File: config.mk
export PLATFORM = sky130hd
export DESIGN_NAME = can_tsr_cfg
export DESIGN_NICKNAME = d
export VERILOG_FILES = /design/src/sv/can_transport_session_receiver_defines.svh /design/src/sv/can_tsr_pkg.sv /design/src/sv/can_tsr_cfg.sv
export SDC_FILE = /design/constraint.sdc
export NUM_CORES = 1
export LEC_CHECK = 0
export BUFFER_PORTS_ARGS = -buffer_cell sky130_fd_sc_hd__buf_2
export CORE_MARGIN = 4
export CORE_UTILIZATION = 38
export CTS_CLUSTER_SIZE = 16
export DETAILED_ROUTE_END_ITERATION = 7
export PLACE_DENSITY = 0.75
export SLEW_MARGIN = 20
export SYNTH_ARGS = -nofsm -noshare
export SYNTH_HDL_FRONTEND = slang
export SYNTH_SLANG_ARGS = --single-unit
File: constraint.sdc
create_clock -name clk -period 0.9 [get_ports clk]
set_input_delay 0.09 -clock clk [delete_from_list [all_inputs] [get_ports clk]]
set_output_delay 0.09 -clock clk [all_outputs]
set_load 0.005 [all_outputs]
File: src/sv/can_transport_session_receiver_defines.svh
// Assertion macros shared by the session receiver modules.
// Included by the controller and the datapath; depends on nothing else.
`ifndef CAN_TRANSPORT_SESSION_RECEIVER_DEFINES_SVH
`define CAN_TRANSPORT_SESSION_RECEIVER_DEFINES_SVH

// Same-cycle implication, disabled during reset.
`define CTSR_ASSERT_IMP(lbl, clk, rstn, ante, cons) \
  lbl: assert property (@(posedge clk) disable iff (!rstn) (ante) |-> (cons)) \
    else $error("can_tsr assertion failed");

// Next-cycle implication, disabled during reset.
`define CTSR_ASSERT_NXT(lbl, clk, rstn, ante, cons) \
  lbl: assert property (@(posedge clk) disable iff (!rstn) (ante) |=> (cons)) \
    else $error("can_tsr assertion failed");

// Next-cycle implication that is also checked across reset.
`define CTSR_ASSERT_RST(lbl, clk, ante, cons) \
  lbl: assert property (@(posedge clk) (ante) |=> (cons)) \
    else $error("can_tsr assertion failed");

`endif

File: src/sv/can_tsr_pkg.sv
// Types, constants and helper functions of the CAN transport session receiver.
// Used by every module of the block; depends on nothing.
package can_tsr_pkg;

  // Item widths on the stream channels.
  localparam int unsigned IN_W  = 96;
  localparam int unsigned OUT_W = 144;

  // Frame fields and control codes.
  localparam logic [7:0]  PF_CM      = 8'hEC;
  localparam logic [7:0]  PF_DT      = 8'hEB;
  localparam logic [7:0]  CTRL_RTS   = 8'd16;
  localparam logic [7:0]  CTRL_ABORT = 8'd255;
  localparam logic [28:0] DST_CLEAR  = 29'h1FFF00FF;

  // Configuration register indexes and reset values.
  localparam logic REG_OWN_ADDRESS = 1'b0;
  localparam logic REG_CM_ID_BASE  = 1'b1;
  localparam logic [28:0] CM_ID_RESET = 29'd484179968;

  typedef enum logic [2:0] {
    ACT_IGNORED  = 3'd0,
    ACT_CTS      = 3'd1,
    ACT_ABORTED  = 3'd2,
    ACT_PAYLOAD  = 3'd3,
    ACT_SEQ_ZERO = 3'd4,
    ACT_RANGE    = 3'd5
  } action_t;

  typedef enum logic {
    ST_IDLE,
    ST_EXEC
  } state_t;

  // Commands from the controller to the datapath.
  typedef struct packed {
    logic accept;  // capture the item and read the peer table
    logic commit;  // write the peer table and load the result register
  } cmd_t;

  // One per-peer table entry.
  typedef struct packed {
    logic [15:0] buffer_bytes;
    logic [7:0]  expected_packets;
    logic [7:0]  packets_seen;
  } peer_rec_t;

  // One result item.
  typedef struct packed {
    action_t     action;
    logic        transfer_done;
    logic [7:0]  peer;
    logic [28:0] cts_frame_id;
    logic [7:0]  cts_window;
    logic [23:0] cts_pgn;
    logic [7:0]  received_count;
    logic [10:0] payload_offset;
    logic [55:0] payload;
  } result_t;

  // Round a byte count up to a multiple of seven, saturating at 16 bits.
  // The remainder uses 8 = 1 (mod 7): octal digits are summed twice.
  function automatic logic [15:0] round_up7(input logic [15:0] size);
    logic [5:0]  s1;
    logic [3:0]  s2;
    logic [2:0]  rem;
    logic [16:0] sum;
    s1 = 6'(size[2:0]) + 6'(size[5:3]) + 6'(size[8:6]) + 6'(size[11:9])
       + 6'(size[14:12]) + 6'(size[15]);
    s2 = 4'(s1[5:3]) + 4'(s1[2:0]);
    rem = (s2 >= 4'd7) ? 3'(s2 - 4'd7) : s2[2:0];
    sum = (rem == 3'd0) ? {1'b0, size} : 17'(size) + 17'(3'd7 - rem);
    return sum[16] ? 16'hFFFF : sum[15:0];
  endfunction

endpackage

File: src/sv/can_tsr_cfg.sv
// APB-style configuration registers: own address and CTS frame id template.
// Depends on can_tsr_pkg.
module can_tsr_cfg (
  input  logic        clk,
  input  logic        rst_n,
  input  logic        cfg_psel,
  input  logic        cfg_penable,
  input  logic        cfg_pwrite,
  input  logic [2:0]  cfg_paddr,
  input  logic [31:0] cfg_pwdata,
  output logic [31:0] cfg_prdata,
  output logic        cfg_pready,
  output logic [7:0]  own_address,
  output logic [28:0] cm_id_base
);
  import can_tsr_pkg::*;

  logic [7:0]  own_address_r;
  logic [28:0] cm_id_base_r;
  logic        wr_en;
  logic        reg_idx;

  assign cfg_pready = 1'b1;
  assign reg_idx    = cfg_paddr[2];
  assign wr_en      = cfg_psel && cfg_penable && cfg_pwrite && cfg_pready;

  // Register writes in the access phase.
  always_ff @(posedge clk) begin
    if (!rst_n) begin
      own_address_r <= '0;
      cm_id_base_r  <= CM_ID_RESET;
    end else if (wr_en) begin
      case (reg_idx)
        REG_OWN_ADDRESS: own_address_r <= cfg_pwdata[7:0];
        REG_CM_ID_BASE:  cm_id_base_r  <= cfg_pwdata[28:0];
        default: ;
      endcase
    end
  end

  // Read-back.
  always_comb begin
    case (reg_idx)
      REG_OWN_ADDRESS: cfg_prdata = {24'd0, own_address_r};
      REG_CM_ID_BASE:  cfg_prdata = {3'd0, cm_id_base_r};
      default:         cfg_prdata = '0;
    endcase
  end

  assign own_address = own_address_r;
  assign cm_id_base  = cm_id_base_r;

endmodule

==> results of run 1 <==
## synthesized netlist by cell type
library cell	count	area, um^2
nand2_1	50	188
and4_4	1	11.3
mux2i_1	37	370
and2_1	21	131
nand4b_1	1	8.76
clkbuf_1	5	18.8
nor2b_1	16	100
dfxtp_1	37	741
conb_1	2	7.51
mux2_2	8	90.1
buf_4	5	37.5
buf_2	6	30.0
buf_6	2	22.5
buf_12	1	20.0
## layer usage
metal | global-route usage | routed length [um] | up-vias
met4 | 0.0380 | 33 | 0
met3 | 0.0567 | 388 | 6
li1 | - | - | 842
met1 | 0.185 | 1980 | 764
met5 | 0 | 0 | -
met2 | 0.244 | 2380 | 66
## worst paths after layout
path                          startpoint                          end  slack, ns
max           cm_id_base[6]$_SDFFE_PN0P_                cfg_prdata[6]      -0.22
min                       cfg_pwdata[11]  cm_id_base[11]$_SDFFE_PN0P_       0.03
max reg2reg  cm_id_base[28]$_SDFFE_PN1P_  cm_id_base[28]$_SDFFE_PN1P_       0.07
min reg2reg  cm_id_base[12]$_SDFFE_PN0P_  cm_id_base[12]$_SDFFE_PN0P_       0.46
## kinds of logic after synthesis
kind of cell / count (synthesis) / synth area share
buffers and inverters: 19 / 0.0725
flip-flops: 37 / 0.417
AND/OR/NAND/NOR: 89 / 0.247
other: 2 / 0.00423
multiplexers: 45 / 0.259
## cell type report
type / instances / share of cell area
timing repair buffer: 129 / 0.349
multi-input combinational: 138 / 0.330
sequential: 37 / 0.268
clock buffer: 5 / 0.0234
tap: 52 / 0.0221
clock inverter: 3 / 0.00724
## power by group through the flow
stage / combinational (mW) / sequential, mW / clock, mW
3_5_place_dp: 0.410 / 1.73 / 0
2_1_floorplan: 0.220 / 1.74 / 0
6_report: 0.514 / 1.71 / 1.18
5_1_grt: 0.561 / 1.71 / 1.31
3_3_place_gp: 0.402 / 1.73 / 0
4_1_cts: 0.456 / 1.70 / 1.23
## timing repair
| item | 4_1_cts | 5_1_grt |
|---|---|---|
| buffers inserted | 13 | 12 |
| setup endpoints to repair | 31 | 42 |
| gates cloned | 0 | 0 |
| resized for setup | 59 | 50 |
| hold buffers | 0 | 0 |
## flip-flops by register name, summed over array words and instances, names as in the netlist
| name | count |
|---|---|
| own_address | 8 |
| cm_id_base | 29 |
## tightest hold or removal path: stages
cell and delay, ns:
buf_2 0.09, nand2_1 0.04, mux2i_1 0.05
==> qor.txt, run 1 <==
I/O pin count - 110
first-pass GRT wire length - 7290 um
hold path cells - 3
Die W - 76.4 um
final worst path period need - 1.12 ns
Levels on crit path - 2
WHS - 0.0294 ns
overflow left after global routing - 0
GRT Total Usage - 0.150
FF/Latch Area - 787 um^2
most frequent cells in the layout - 68 x buf_2, 50 x nand2_1, 47 x buf_6
unrepaired setup endpoints after global routing - yes
Final Skew - 0 ns
DIE AREA - 0.00583 mm^2
largest net degree at the start of global routing - 37
max capacitance violation total - 0
Int Power - 2.53 mW
DP Worst Slack - -0.0832 ns
post-route setup TNS - -3.02 ns
Mapped Cells - 192
area of the multi-input gates - 971 um^2
power share of the clock group - 0.347
Root Driver - clkbuf_8
CP arrival - 1.03 ns
area grow syn2layout - 65.4%
final WL - 4780 um
Via density - 4.61
DRC errors left - 0
Worst-Skew Late Latency - 0.29 ns
Initial Utilization - 0.400
Sequential Power Share - 0.502
TritonRoute pass-1 iters - 4
Cell Area, Placed - 0.00235 mm^2
antenna violations before repair - 0
CP endpoint kind - output pin
cell total after placement - 337
Synth Cell Area - 0.00178 mm^2
largest stage delay on the critical path - 0.34 ns
Comb power frac - 0.151
Yosys warning count - 0
Final Util - 0.661
Die Ht - 76.4 um
DR iter-0 viols - 63
row cnt - 24
type of origin of the critical path - flip-flop
syn_area_per_cell - 9.25 um^2
HPWL Detailed - 3110 um
CP max FO - 2
commonest non-fill, non-tap cell in the layout - buf_2
Core ar. - 0.00444 mm^2
clk slew on worst S/H paths - 0.08 ns
Layout Nets - 351
CP required - 0.81 ns
clk buf depth - 2
LEAKAGE - 1.41 nW
total CTS buffers - 5
CP Cell Sequence - mux2_2, buf_6
switching part of the total - 0.256
slowest library cell on the worst path - dfxtp_2
number of global-route vias before repair - 1,544
fillers - 352
CTS sink count - 37
H-tree Lvls - 2
Antenna Nets Post-Route - 0
final setup vio count - 42
Worst R2R Path Depth - 4
Port Buf Inserts - 100
ratio of cells with drive above 1 in the final layout - 0.625
pwr/cell area - 1160 mW/mm^2
post-synthesis sequential area ratio - 0.417
CP delay by family, top - flip-flops
final instance area - 0.00294 mm^2
sw power - 0.870 mW
Fin. Hold Viols - 0
RD Place Congestion - 0.688
n_diodes - 0
Synth Register Bits - 37
Hold Crit Class - input port to flip-flop
crit share post-route - 1.24
status - complete, but fails checks
CTS tree - yes
Slew Viols, Final - 0
Max rail drop VDD - 0.000815 V
mean routed wirelength per cell - 13.1 um
Max Fclk - 892 MHz
Setup CP Type - flip-flop to output pin
Worst Path Buf+Inv - 1
final non-filler cell total - 364
failing checks - setup timing
post-layout power - 3.40 mW
worst setup margin - -0.220 ns
Yosys cell types - 14
via count - 1,678
Power figures use the tool's default switching activity.
==> run 2: changes to the inputs <==
--- a/config.mk
+++ b/config.mk
@@ -6,11 +6,12 @@
 export NUM_CORES = 1
 export LEC_CHECK = 0
 export BUFFER_PORTS_ARGS = -buffer_cell sky130_fd_sc_hd__buf_2
-export CORE_MARGIN = 4
+export CORE_MARGIN = 3
 export CORE_UTILIZATION = 38
 export CTS_CLUSTER_SIZE = 16
 export DETAILED_ROUTE_END_ITERATION = 7
 export PLACE_DENSITY = 0.75
+export REMOVE_ABC_BUFFERS = 1
 export SLEW_MARGIN = 20
 export SYNTH_ARGS = -nofsm -noshare
 export SYNTH_HDL_FRONTEND = slang
==> qor.txt, run 2 (same netlist as run 1, synthesis figures left out) <==
clk slew on worst S/H paths - 0.08 ns (about the same)
max reg flops - 29 (unchanged)
hold path cells - 3 (unchanged)
CP Cell Sequence - mux2_4, buf_6
Worst-Skew Late Latency - 0.28 ns (about the same)
Worst R2R End - cm_id_base[24]$_SDFFE_PN0P_
failing checks - setup timing
mean routed wirelength per cell - 12.9 um (-2.0%)
Root Driver - clkbuf_8
post-layout power - 3.48 mW (+2.4%)
Final Skew - 0 ns (unchanged)
Comb power frac - 0.152 (about the same)
Antenna Nets Post-Route - 0 (unchanged)
DIE AREA - 0.00553 mm^2 (-5.2%)
largest net degree at the start of global routing - 34 (-8.1%)
Die W - 74.4 um (-2.6%)
Port Buf Inserts - 100 (unchanged)
final worst path period need - 1.08 ns (-0.0386 ns)
Slew Viols, Final - 0 (unchanged)
HPWL Detailed - 3230 um (+4.1%)
n_diodes - 0 (unchanged)
fillers - 354 (+0.57%)
sw power - 0.800 mW (-8.0%)
total CTS buffers - 5 (unchanged)
CTS tree - yes
area of the multi-input gates - 957 um^2 (-1.4%)
Hold Path Origin - cfg_pwdata[21]
Hold Crit Class - input port to flip-flop
CP arrival - 0.99 ns (-0.04 ns)
Sequential Power Share - 0.489 (-0.013)
Int Power - 2.68 mW (+6.0%)
antenna violations before repair - 0 (unchanged)
CP max FO - 2 (unchanged)
GRT Total Usage - 0.161 (+0.0117)
clk buf depth - 2 (unchanged)
CTS sink count - 37 (unchanged)
type of origin of the critical path - flip-flop
commonest non-fill, non-tap cell in the layout - buf_2
Final Util - 0.668 (+0.00704)
Fin. Hold Viols - 0 (unchanged)
final WL - 4740 um (-0.92%)
first-pass GRT wire length - 7050 um (-3.2%)
worst setup margin - -0.182 ns (+0.0386 ns)
Initial Utilization - 0.400 (unchanged)
Max rail drop VDD - 0.00109 V (+33%)
overflow left after global routing - 0 (unchanged)
TritonRoute pass-1 iters - 6 (+2)
CP required - 0.81 ns (about the same)
H-tree Lvls - 2 (unchanged)
most frequent cells in the layout - 69 x buf_2, 50 x nand2_1, 42 x buf_6
row cnt - 24 (unchanged)
Setup CP Type - flip-flop to output pin
area grow syn2layout - 67.1%
crit share post-route - 1.20 (-0.0429)
CP endpoint kind - output pin
Worst Path Buf+Inv - 1 (unchanged)
worst hold endpoint - cm_id_base[21]$_SDFFE_PN0P_
final setup vio count - 42 (unchanged)
DR iter-0 viols - 55 (-13%)
pwr/cell area - 1170 mW/mm^2 (+1.3%)
CP delay by family, top - flip-flops
unrepaired setup endpoints after global routing - yes
LEAKAGE - 1.43 nW (+1.6%)
Layout Nets - 355 (+1.1%)
Via density - 4.62 (+0.21%)
largest stage delay on the critical path - 0.34 ns (about the same)
max capacitance violation total - 0 (unchanged)
Max Fclk - 924 MHz (+3.6%)
number of global-route vias before repair - 1,575 (+2.0%)
I/O pin count - 110 (unchanged)
ratio of cells with drive above 1 in the final layout - 0.627 (+0.00158)
FF/Latch Area - 787 um^2 (unchanged)
DRC errors left - 0 (unchanged)
Die Ht - 74.4 um (-2.6%)
R2R setup slack - 0.11 ns (+0.04 ns)
Worst R2R Path Depth - 4 (unchanged)
RD Place Congestion - 0.662 (-3.7%)
switching part of the total - 0.230 (-0.0261)
status - complete, but fails checks
slowest library cell on the worst path - dfxtp_2
Core ar. - 0.00444 mm^2 (unchanged)
reg2reg start - cm_id_base[24]$_SDFFE_PN0P_
power share of the clock group - 0.359 (+0.012)
via count - 1,700 (+1.3%)
## run 2: cell types whose count changed in the layout (fill, tap and decap cells not counted), moves of 2 or more
cell / delta
buf_12: +2
buf_4: +6
buf_6: -5
clkbuf_8: +2
mux2_2: +3
mux2_4: -3
## run 2: how the worst max path moves through the flow
| stage | from | slack [ns] | cells after the start | endpoint |
|---|---|---|---|---|
| after floorplan | cfg_pwrite | 0.03 | 2 | cm_id_base[0]$_SDFFE_PN0P_ |
| after global placement | cfg_paddr[2] | -0.09 | 4 | cm_id_base[21]$_SDFFE_PN0P_ |
| after detailed placement | cfg_paddr[2] | -0.13 | 4 | cm_id_base[2]$_SDFFE_PN0P_ |
| after CTS | cm_id_base[7]$_SDFFE_PN0P_ | -0.19 | 2 | cfg_prdata[7] |
| after global routing | cm_id_base[5]$_SDFFE_PN0P_ | -0.22 | 2 | cfg_prdata[5] |
| final | cm_id_base[7]$_SDFFE_PN0P_ | -0.18 | 2 | cfg_prdata[7] |
## run 2: repair_timing
action	4_1_cts	5_1_grt
endpoints found under the hold margin	0	0
hold buffers	0	0
buffers inserted	16	10
pin swaps	1	1
gates resized for setup	67	33
setup endpoints to repair	30	42
## run 2: layout make-up
type                            instances  share of cell area
Sequential cell                        37               0.265
Clock inverter                          1             0.00169
Multi-Input combinational cell        138               0.322
Tap cell                               52              0.0219
Clock buffer                            7              0.0324
Timing Repair Buffer                  133               0.357
## run 2: power by group through the flow
stage / registers (mW) / clock network (mW) / logic, mW
CTS: 1.70 / 1.30 / 0.484
floorplan: 1.74 / 0 / 0.146
detailed placement: 1.74 / 0 / 0.425
global route: 1.71 / 1.36 / 0.576
finish: 1.70 / 1.25 / 0.528
global placement: 1.73 / 0 / 0.417
## run 2: per-layer routing
metal / vias to the layer above / part of all wire / track usage
li1: 848 / - / -
met1: 794 / 0.40 / 0.182
met2: 56 / 0.53 / 0.293
met3: 2 / 0.065 / 0.0514
met4: 0 / 0.0021 / 0.0415
met5: - / 0 / 0
## run 2: worst register-to-register path, delay by kind of cell (launching register included)
| kind | cells | cell delay (ns) |
|---|---|---|
| buf+inv | 2 | 0.24 |
| flops | 1 | 0.33 |
| mux | 1 | 0.06 |
| simple gates | 1 | 0.05 |
## run 2: stage by stage
stage,instances,setup TNS [ns],instance area [um^2],setup slack (ns),hold slack [ns]
after floorplan,175,0,1660,0.0285,0.232
after global placement,338,-2.82,2380,-0.0906,0.339
after detailed placement,338,-3.96,2380,-0.133,0.347
after CTS,362,-2.78,2810,-0.190,0.0361
after global routing,368,-3.71,2970,-0.217,0.0448
final,368,-2.22,2970,-0.182,0.0459
