<file path="src/sv/can_transport_session_receiver_defines.svh">
// Assertion macros shared by the session receiver modules.
// Included by the controller and the datapath; depends on nothing else.
`ifndef CAN_TRANSPORT_SESSION_RECEIVER_DEFINES_SVH
`define CAN_TRANSPORT_SESSION_RECEIVER_DEFINES_SVH

// Same-cycle implication, disabled during reset.
`define CTSR_ASSERT_IMP(lbl, clk, rstn, ante, cons) \
  lbl: assert property (@(posedge clk) disable iff (!rstn) (ante) |-> (cons)) \
    else $error("can_tsr assertion failed");

// Next-cycle implication, disabled during reset.
`define CTSR_ASSERT_NXT(lbl, clk, rstn, ante, cons) \
  lbl: assert property (@(posedge clk) disable iff (!rstn) (ante) |=> (cons)) \
    else $error("can_tsr assertion failed");

// Next-cycle implication that is also checked across reset.
`define CTSR_ASSERT_RST(lbl, clk, ante, cons) \
  lbl: assert property (@(posedge clk) (ante) |=> (cons)) \
    else $error("can_tsr assertion failed");

`endif

</file>
<file path="src/sv/can_tsr_pkg.sv">
// Types, constants and helper functions of the CAN transport session receiver.
// Used by every module of the block; depends on nothing.
package can_tsr_pkg;

  // Item widths on the stream channels.
  localparam int unsigned IN_W  = 96;
  localparam int unsigned OUT_W = 144;

  // Frame fields and control codes.
  localparam logic [7:0]  PF_CM      = 8'hEC;
  localparam logic [7:0]  PF_DT      = 8'hEB;
  localparam logic [7:0]  CTRL_RTS   = 8'd16;
  localparam logic [7:0]  CTRL_ABORT = 8'd255;
  localparam logic [28:0] DST_CLEAR  = 29'h1FFF00FF;

  // Configuration register indexes and reset values.
  localparam logic REG_OWN_ADDRESS = 1'b0;
  localparam logic REG_CM_ID_BASE  = 1'b1;
  localparam logic [28:0] CM_ID_RESET = 29'd484179968;

  typedef enum logic [2:0] {
    ACT_IGNORED  = 3'd0,
    ACT_CTS      = 3'd1,
    ACT_ABORTED  = 3'd2,
    ACT_PAYLOAD  = 3'd3,
    ACT_SEQ_ZERO = 3'd4,
    ACT_RANGE    = 3'd5
  } action_t;

  typedef enum logic {
    ST_IDLE,
    ST_EXEC
  } state_t;

  // Commands from the controller to the datapath.
  typedef struct packed {
    logic accept;  // capture the item and read the peer table
    logic commit;  // write the peer table and load the result register
  } cmd_t;

  // One per-peer table entry.
  typedef struct packed {
    logic [15:0] buffer_bytes;
    logic [7:0]  expected_packets;
    logic [7:0]  packets_seen;
  } peer_rec_t;

  // One result item.
  typedef struct packed {
    action_t     action;
    logic        transfer_done;
    logic [7:0]  peer;
    logic [28:0] cts_frame_id;
    logic [7:0]  cts_window;
    logic [23:0] cts_pgn;
    logic [7:0]  received_count;
    logic [10:0] payload_offset;
    logic [55:0] payload;
  } result_t;

  // Round a byte count up to a multiple of seven, saturating at 16 bits.
  // The remainder uses 8 = 1 (mod 7): octal digits are summed twice.
  function automatic logic [15:0] round_up7(input logic [15:0] size);
    logic [5:0]  s1;
    logic [3:0]  s2;
    logic [2:0]  rem;
    logic [16:0] sum;
    s1 = 6'(size[2:0]) + 6'(size[5:3]) + 6'(size[8:6]) + 6'(size[11:9])
       + 6'(size[14:12]) + 6'(size[15]);
    s2 = 4'(s1[5:3]) + 4'(s1[2:0]);
    rem = (s2 >= 4'd7) ? 3'(s2 - 4'd7) : s2[2:0];
    sum = (rem == 3'd0) ? {1'b0, size} : 17'(size) + 17'(3'd7 - rem);
    return sum[16] ? 16'hFFFF : sum[15:0];
  endfunction

endpackage

</file>
<file path="src/sv/can_tsr_ctrl.sv">
// Controller of the session receiver: item handshake and the two-step
// read-modify-write sequence. Depends on can_tsr_pkg and the assertion header.
`include "can_transport_session_receiver_defines.svh"

module can_tsr_ctrl (
  input  logic               clk,
  input  logic               rst_n,
  input  logic               in_tvalid,
  output logic               in_tready,
  output logic               out_tvalid,
  input  logic               out_tready,
  output can_tsr_pkg::cmd_t  cmd
);
  import can_tsr_pkg::*;

  state_t state_r, state_nxt;
  logic   out_valid_r, out_valid_nxt;

  // State and output-valid registers.
  always_ff @(posedge clk) begin
    if (!rst_n) begin
      state_r     <= ST_IDLE;
      out_valid_r <= 1'b0;
    end else begin
      state_r     <= state_nxt;
      out_valid_r <= out_valid_nxt;
    end
  end

  // An item is taken in idle; its result is committed once the output slot is free.
  // No item is taken while reset is held.
  always_comb begin
    state_nxt     = state_r;
    out_valid_nxt = out_valid_r && !out_tready;
    cmd.accept    = 1'b0;
    cmd.commit    = 1'b0;
    in_tready     = 1'b0;
    case (state_r)
      ST_IDLE: begin
        in_tready  = rst_n;
        cmd.accept = in_tvalid && rst_n;
        if (in_tvalid) begin
          state_nxt = ST_EXEC;
        end
      end
      ST_EXEC: begin
        if (!out_valid_r || out_tready) begin
          cmd.commit    = 1'b1;
          out_valid_nxt = 1'b1;
          state_nxt     = ST_IDLE;
        end
      end
      default: state_nxt = ST_IDLE;
    endcase
  end

  assign out_tvalid = out_valid_r;

  // An accepted item is always worked on in the following cycle.
  `CTSR_ASSERT_NXT(a_accept_exec, clk, rst_n, cmd.accept, state_r == ST_EXEC)
  // A committed result is offered on the next cycle.
  `CTSR_ASSERT_NXT(a_commit_valid, clk, rst_n, cmd.commit, out_valid_r)
  // Reset leaves the controller idle with no result pending.
  `CTSR_ASSERT_RST(a_reset_idle, clk, !rst_n, state_r == ST_IDLE && !out_valid_r)

endmodule

</file>
<file path="config.mk">
export PLATFORM = sky130hd
export DESIGN_NAME = can_tsr_ctrl
export DESIGN_NICKNAME = d
export VERILOG_FILES = /design/src/sv/can_tsr_pkg.sv /design/src/sv/can_tsr_ctrl.sv
export VERILOG_INCLUDE_DIRS = /design/src /design/src/sv
export SDC_FILE = /design/constraint.sdc
export NUM_CORES = 1
export LEC_CHECK = 0
export ABC_CLOCK_PERIOD_IN_PS = 2050
export BUFFER_PORTS_ARGS = -buffer_cell sky130_fd_sc_hd__buf_4
export CORE_AREA = 2 2 39 41
export DETAILED_ROUTE_END_ITERATION = 12
export DIE_AREA = 0 0 41 43
export GPL_ROUTABILITY_DRIVEN = 1
export PLACE_DENSITY = 0.3
export SLEW_MARGIN = 25
export SYNTH_ARGS = -nofsm -noshare
export SYNTH_HDL_FRONTEND = slang
export SYNTH_SLANG_ARGS = --single-unit
</file>
<file path="constraint.sdc">
create_clock -name clk -period 2.05 [get_ports clk]
set_input_delay 0.41 -clock clk [delete_from_list [all_inputs] [get_ports clk]]
set_output_delay 0.41 -clock clk [all_outputs]
set_load 0.02 [all_outputs]
</file>
==> summary.txt, run 1 <==
Outcome
  • Status: finished, final reports clean

STA
  • Fmax: 0.701 GHz
  • RSZ-0062 raised after global routing: no
  • Max Transition Viols Final: 0
  • Crit share post-route: 69.6%
  • Final Critical Period: 1.43 ns
  • Final Hold Fails: 0
  • Pin slew with the least headroom to its limit: 0.116 ns
  • Clock skew: 0.00114 ns
  • Setup TNS: 0 ns
  • Final setup violating endpoints: 0
  • Slew HR: slightly above 90%
  • Final worst-path setup slack: between 0.6 and 0.7 ns

Logic synthesis
  • Syn_area_per_cell: 9.38 um2
  • Sequential element share of the synthesized area: 42.7%
  • #FFs+latches synth: 2
  • Syn. warnings: 0
  • Synthesized Nets: 14
  • Mapped cell area: 93.8 um2
  • Netlist cell types: 9
  • Syn Inst Count: 10

Drt
  • DRT Pass-1 Iters: 1
  • Via count: 106
  • Drt drc: 0
  • Post-DR vias/cell: 2.94
  • Antenna viol nets, final: 0
  • Drt initial violations: 0
  • Routed Wire Length: 263 um
  • WL per Instance: 7.31 um

Power
  • Register share of total power: 28.0%
  • Power Density: 822 nW/um2
  • Leakage Power: about 0.00009 uW
  • Clk pwr share: 55.1%
  • Sw Share: 22.6%
  • Comb pwr share: 16.9%
  • Worst IR drop on VDD: 0.000207 V
  • Internal power: 120 uW
  • P_sw: approximately 35 uW

GRT
  • Total global-route track usage: under 10%
  • Grt total ovfl: 0
  • Vias in the first global route: 108
  • First-pass GRT wire length: 476 um
  • Pin count of the biggest net entering global routing: 6
  • Antenna violations before repair: 0

Cells and area
  • Synth-to-layout area growth: 101%
  • Commonest non-fill, non-tap cell in the layout: buf_4
  • Inserted Diodes: 0
  • Layout fillers: 158
  • Post-layout util: 13.7%
  • Leading cell types in the layout, fill and taps excluded: buf_4 (7), clkbuf_4 (3), dfxtp_1 (2)
  • Layout cell share with drive strength beyond 1: 60.0%
  • Final #Nets: 26

Placement
  • Final GP Congestion: a little under 0.6
  • Dpl ws: approximately 0.6 ns
  • Port-buffer cells: 7
  • DP HPWL: 204 um

Worst setup path
  • WP data arrival: 1.02 ns
  • Setup CP Type: input port to primary output
  • Startpoint types: input port
  • CP required: between 1.5 and 2 ns
  • Critical path peak fanout: 3
  • Critical path endpoint category: primary output

Job
  • Max-cap violations: 0

Clock tree
  • Total CTS buffers: 3
  • Max H-tree Level: 1
  • CTS tree: yes
  • PostCTS Resize Cnt: 0
  • Setup Buffers After CTS: 0
  • Cts hold-fix bufs: 0
  • Worst-Skew Late Latency: about 0.22 ns
  • Clock transition at path regs: around 0.030 ns
  • Clk sink count: 2
  • Clock Tree Buf Depth: 2
  • Root buf cell: clkbuf_4

Die
  • Row count: 14
  • Area of the die: 1760 um2
  • Die W: 41 um
  • Die Y-Extent: roughly 43 um
  • Initial Utilization: a little under 7%
  • IO Count: 8
  • Total core area: about 1400 um2

Min path
  • Worst Hold Class: input port to register
worst max-delay path, stage by stage:
cell	delay, ns
buf_4	0.10
nand2b_1	0.16
and2_2	0.20
buf_4	0.15
cells in the mapped netlist:
library cell	number	area (um2)
dfxtp_1	2	40.0
o21bai_1	1	7.51
nand2_1	1	3.75
and2b_2	1	8.76
nand2b_1	1	6.26
and3b_1	1	8.76
and2_2	1	7.51
a21boi_0	1	7.51
inv_1	1	3.75
registers in the layout (all words and copies together), names as in the netlist:
| register | flops |
|---|---|
| out_tvalid | 1 |
| state_r | 1 |
through the flow:
step / power (uW) / hold slack (ns) / cell area [um2] / std cells
finish: 155 / 0.470 / 189 / 36
global route: 172 / 0.477 / 189 / 36
CTS: 161 / 0.462 / 189 / 36
detailed placement: 70.3 / 0.485 / 166 / 33
global placement: 70.0 / 0.473 / 166 / 33
floorplan: 56.9 / 0.458 / 93.8 / 10
path summary, 6_finish.rpt:
check | to | slack (ns) | cells past startpoint | startpoint
setup reg to reg | state_r | 1.20 | 2 | state_r
hold reg to reg | out_tvalid | 0.49 | 2 | state_r
setup / recovery | cmd[0] | 0.62 | 4 | out_tready
hold / removal | out_tvalid | 0.47 | 2 | rst_n
per-layer routing:
layer  vias up  GRT usage (%)  wire [um]
li1         54              -          -
met1        43           4.79        132
met2         9           4.38         78
met3         0           7.85         53
met4         0           4.00          0
met5         -              0          0
logic make-up after synthesis:
family | synth area share [%]
buffers and inverters | 4.00
AND/OR/NAND/NOR | 37.3
flip-flops | 42.7
AO/OA/AOI/OAI | 16.0
area by class of cell:
cell class              count  area (um2)  share of cell area (%)
flip-flops and latches      2        40.0                    21.2
clock buffers               3        22.5                    11.9
multi-input cells           7        50.0                    26.5
well taps                  16        20.0                    10.6
repair buffers              7        52.6                    27.8
inverters                   1        3.75                    1.99
power groups by stage:
stage | Combinational (uW) | Sequential, uW | Clock (uW)
final | 26.3 | 43.5 | 85.6
after global routing | 28.6 | 43.9 | 99.9
after CTS | 26.5 | 43.5 | 91.2
after detailed placement | 26.3 | 43.9 | 0
after global placement | 26.1 | 43.8 | 0
after floorplan | 11.8 | 45.0 | 0
No activity file was read; power rests on OpenSTA's default activity.
==> inputs of run 2 (changes only) <==
--- a/config.mk
+++ b/config.mk
@@ -6,7 +6,7 @@
 export SDC_FILE = /design/constraint.sdc
 export NUM_CORES = 1
 export LEC_CHECK = 0
-export ABC_CLOCK_PERIOD_IN_PS = 2050
+export ABC_CLOCK_PERIOD_IN_PS = 1400
 export BUFFER_PORTS_ARGS = -buffer_cell sky130_fd_sc_hd__buf_4
 export CORE_AREA = 2 2 39 41
 export DETAILED_ROUTE_END_ITERATION = 12
==> constraint.sdc (replaced) <==
create_clock -name clk -period 1.4 [get_ports clk]
set_input_delay 0.28 -clock clk [delete_from_list [all_inputs] [get_ports clk]]
set_output_delay 0.28 -clock clk [all_outputs]
set_load 0.02 [all_outputs]
==> summary.txt, run 2 (synthesis gave the netlist of run 1 again) <==
STA
  • RSZ-0062 raised after global routing: no
  • Slew HR: 91.1%
  • Final Critical Period: 1.25 ns
  • Crit share post-route: 89.2%
  • Final setup violating endpoints: 0
  • Final Hold Fails: 0
  • Pin slew with the least headroom to its limit: 0.133 ns
  • Max Transition Viols Final: 0
  • Clock skew: 0.00141 ns
  • Fmax: 0.801 GHz
  • Setup TNS: 0 ns
  • Worst hold slack: ~0.34 ns

Cells and area
  • Post-Layout Cell Count: 36
  • Final #Nets: 26
  • Synth-to-layout area growth: 101%
  • Commonest non-fill, non-tap cell in the layout: buf_4
  • Leading cell types in the layout, fill and taps excluded: buf_4 (7), clkbuf_4 (3), dfxtp_1 (2)
  • Layout cell share with drive strength beyond 1: between 60% and 70%
  • Inserted Diodes: 0

Drt
  • WL per Instance: 7.75 um
  • Drt drc: 0
  • Met2 Wirelength: 92 um
  • WL met3: 48 um
  • Max Used Layer: met3
  • WL met1: 138 um
  • Via count: roughly 100
  • Routed Wire Length: 279 um
  • Post-DR vias/cell: 2.89
  • DRT Pass-1 Iters: 4
  • Antenna viol nets, final: 0
  • Drt initial violations: 1

Power
  • Leakage Power: 0.0000880 uW
  • Power Density: 1200 nW/um2
  • Worst IR drop on VDD: 0.000289 V

Clock tree
  • PostCTS Resize Cnt: 0
  • Setup Buffers After CTS: 0
  • Total CTS buffers: 3
  • Worst-Skew Late Latency: 0.22 ns
  • CTS tree: yes
  • Max H-tree Level: 1
  • Clock transition at path regs: approximately 0.03 ns
  • Cts hold-fix bufs: 0
  • Clk sink count: 2
  • Root buf cell: clkbuf_4
  • Clock Tree Buf Depth: 2

Die
  • Initial Utilization: 6.78%
  • Row count: 14
  • IO Count: 8
  • Total core area: 1380 um2
  • Die Y-Extent: between 40 and 50 um
  • Die W: 41 um
  • Area of the die: 1760 um2

Placement
  • Final GP Congestion: 0.584
  • Port-buffer cells: 7
  • Inst Count DP: 33

Outcome
  • Status: finished, final reports clean

Worst setup path
  • Setup CP Type: register to primary output
  • Largest stage delay, worst path: 0.31 ns
  • Critical path peak fanout: 3
  • Critical path cell sequence: nand2b_1, and2_2, buf_4
  • Crit path buf inv count: 1
  • CP max-delay cell: dfxtp_1
  • WP data arrival: slightly below 1 ns
  • Family with the most delay on the worst path: flip-flops
  • CP required: ~1.1 ns
  • Critical path endpoint category: primary output
  • Startpoint types: register

GRT
  • Vias in the first global route: 111
  • Grt total ovfl: 0
  • Antenna violations before repair: 0
  • Pin count of the biggest net entering global routing: 6
  • Total global-route track usage: 5.01%
  • First-pass GRT wire length: 462 um

Min path
  • Worst Hold Class: input port to register

Job
  • Max-cap violations: 0
-- run 2: per-stage QoR --
step / instance area, um2 / setup slack, ns / util [%] / power, uW
3_3_place_gp: 166 / 0.235 / 12.0 / 102
6_report: 189 / 0.151 / 13.7 / 227
5_1_grt: 189 / 0.0612 / 13.7 / 252
3_5_place_dp: 166 / 0.229 / 12.0 / 103
2_1_floorplan: 93.8 / 0.364 / - / 83.3
4_1_cts: 189 / 0.130 / 13.7 / 236
-- run 2: per-layer routing --
layer  vias to the layer above  track usage [%]
met2                         7             5.00
li1                         52                -
met4                         0             4.00
met5                         -                0
met3                         0             7.85
met1                        45             4.15
-- run 2: layout make-up --
cell class	count	area (um2)
Sequential cell	2	40.0
Tap cell	16	20.0
Timing Repair Buffer	7	52.6
Fill cell	158	1190
Multi-Input combinational cell	7	50.0
Inverter	1	3.75
Clock buffer	3	22.5
-- run 2: final timing paths --
check	startpoint	to	slack, ns	cells after the start
worst max-delay path	out_tvalid	cmd[0]	0.15	3
worst min-delay path	rst_n	out_tvalid	0.34	2
worst max register to register	state_r	state_r	0.56	2
worst min register to register	state_r	out_tvalid	0.49	2
-- run 2: report_power, final --
group	internal, uW	switching, uW
Sequential	61.1	2.56
Combinational	20.8	17.8
Clock	94.3	30.4
-- run 2: worst reg2reg max path, cell delays in order, from the launching register on --
cell and delay, ns:
dfxtp_1 0.36, and3b_1 0.21, o21bai_1 0.15
==> inputs of run 3 (changes only) <==
--- a/config.mk
+++ b/config.mk
@@ -8,12 +8,12 @@
 export LEC_CHECK = 0
 export ABC_CLOCK_PERIOD_IN_PS = 1400
 export BUFFER_PORTS_ARGS = -buffer_cell sky130_fd_sc_hd__buf_4
-export CORE_AREA = 2 2 39 41
+export CORE_AREA = 4 4 41 43
 export DETAILED_ROUTE_END_ITERATION = 12
-export DIE_AREA = 0 0 41 43
+export DIE_AREA = 0 0 45 47
 export GPL_ROUTABILITY_DRIVEN = 1
 export PLACE_DENSITY = 0.3
-export SLEW_MARGIN = 25
+export SLEW_MARGIN = 30
 export SYNTH_ARGS = -nofsm -noshare
 export SYNTH_HDL_FRONTEND = slang
 export SYNTH_SLANG_ARGS = --single-unit
==> constraint.sdc (replaced) <==
create_clock -name clk -period 1.4 [get_ports clk]
set_input_delay 0.28 -clock clk [delete_from_list [all_inputs] [get_ports clk]]
set_output_delay 0.28 -clock clk [all_outputs]
set_load 0.05 [all_outputs]
==> summary.txt, run 3 (synthesis gave the netlist of run 1 again) <==
Job
  • Max-cap violations: 0

Outcome
  • Status: finished, final reports clean

Worst setup path
  • CP required: approximately 1.1 ns
  • Setup CP Type: register to primary output
  • Startpoint types: register
  • Critical path endpoint category: primary output
  • Critical path peak fanout: 3
  • WP data arrival: 1.02 ns

Clock tree
  • Worst-Skew Late Latency: 0.22 ns
  • Setup Buffers After CTS: 0
  • PostCTS Resize Cnt: 0
  • Max H-tree Level: 1
  • Clock Tree Buf Depth: 2
  • CTS tree: yes
  • Root buf cell: clkbuf_4
  • Cts hold-fix bufs: 0
  • Clock transition at path regs: 0.03 ns
  • Total CTS buffers: 3
  • Clk sink count: 2

Power
  • Pwr Total: around 240 uW
  • Sw Share: 27.9%
  • Internal power: between 150 and 200 uW
  • Clk pwr share: 51.4%
  • Power Density: roughly 1300 nW/um2
  • Register share of total power: 26.1%
  • Worst IR drop on VDD: 0.000202 V
  • P_sw: 68.2 uW
  • Comb pwr share: 22.6%
  • Leakage Power: roughly 0.000088 uW

Drt
  • Post-DR vias/cell: 2.74
  • Via count: 96
  • Drt drc: 0
  • WL per Instance: 7.54 um
  • Drt initial violations: 1
  • Routed Wire Length: 264 um
  • Antenna viol nets, final: 0
  • DRT Pass-1 Iters: 2

Die
  • Die Y-Extent: 47 um
  • IO Count: 8
  • Area of the die: 2120 um2
  • Die W: 45 um
  • Row count: 13
  • Initial Utilization: between 7 and 8%
  • Total core area: 1300 um2

Min path
  • Worst Hold Class: input port to register

STA
  • Final Critical Period: 1.30 ns
  • Final setup violating endpoints: 0
  • Fmax: 0.771 GHz
  • Pin slew with the least headroom to its limit: ~0.14 ns
  • Final Hold Fails: 0
  • Slew HR: between 90% and 100%
  • RSZ-0062 raised after global routing: no
  • Max Transition Viols Final: 0
  • Clock skew: roughly 0.00085 ns
  • Setup TNS: 0 ns
  • Crit share post-route: between 90% and 100%

Cells and area
  • Leading cell types in the layout, fill and taps excluded: buf_4 (7), clkbuf_4 (3), dfxtp_1 (2)
  • Final #Nets: 26
  • Synth-to-layout area growth: 100%
  • Commonest non-fill, non-tap cell in the layout: buf_4
  • Layout cell share with drive strength beyond 1: approximately 60%
  • Inserted Diodes: 0

GRT
  • Pin count of the biggest net entering global routing: 6
  • Total global-route track usage: 3.86%
  • Antenna violations before repair: 0
  • First-pass GRT wire length: 455 um
  • Vias in the first global route: 91
  • Grt total ovfl: 0

Placement
  • Final GP Congestion: 0.586
  • Port-buffer cells: 7
==> run 3: cell counts in the layout (fill, tap and decap cells not counted) <==
Identical to the previous run, type by type.
==> run 3: through the flow <==
stage / setup WS [ns] / instances / hold WS, ns / util, % / instance area, um2
2_1_floorplan: 0.0670 / 10 / 0.423 / - / 93.8
3_3_place_gp: 0.199 / 32 / 0.475 / 12.7 / 165
3_5_place_dp: 0.186 / 32 / 0.485 / 12.7 / 165
4_1_cts: 0.0778 / 35 / 0.326 / 14.4 / 188
5_1_grt: 0.0337 / 35 / 0.330 / 14.4 / 188
6_report: 0.103 / 35 / 0.333 / 14.4 / 188
==> run 3: worst paths after layout <==
| check | endpoint | slack (ns) | startpoint | depth (start not counted) |
|---|---|---|---|---|
| worst max register to register | state_r | 0.58 | state_r | 2 |
| worst max-delay path | cmd[0] | 0.10 | out_tvalid | 3 |
| worst min register to register | state_r | 0.49 | state_r | 2 |
| worst min-delay path | state_r | 0.33 | rst_n | 3 |
==> run 3: power by group through the flow <==
stage / clock, uW / combinational [uW] / sequential [uW]
3_3_place_gp: 0 / 55.3 / 64.3
2_1_floorplan: 0 / 30.4 / 69.7
5_1_grt: 142 / 58.5 / 64.5
3_5_place_dp: 0 / 55.8 / 64.5
6_report: 126 / 55.2 / 63.8
4_1_cts: 135 / 55.9 / 63.9
==> run 3: cell type report <==
type / instances / area [um2]
fill: 158 / 1110
timing repair buffer: 7 / 52.6
multi-input combinational: 7 / 50.0
sequential: 2 / 40.0
clock buffer: 3 / 22.5
tap: 15 / 18.8
inverter: 1 / 3.75
==> run 3: worst max-delay path: stages, from the launching register on <==
cell and delay, ns:
dfxtp_1 0.32, nand2b_1 0.09, and2_2 0.20, buf_4 0.18
==> run 3: metal layers <==
metal  share of wire (%)  GRT usage (%)  up-vias
met4                   0           5.26        0
met1                  48           4.52       34
met2                  25           1.41        8
li1                    -              -       54
met3                  27           5.75        0
met5                   0              0        -
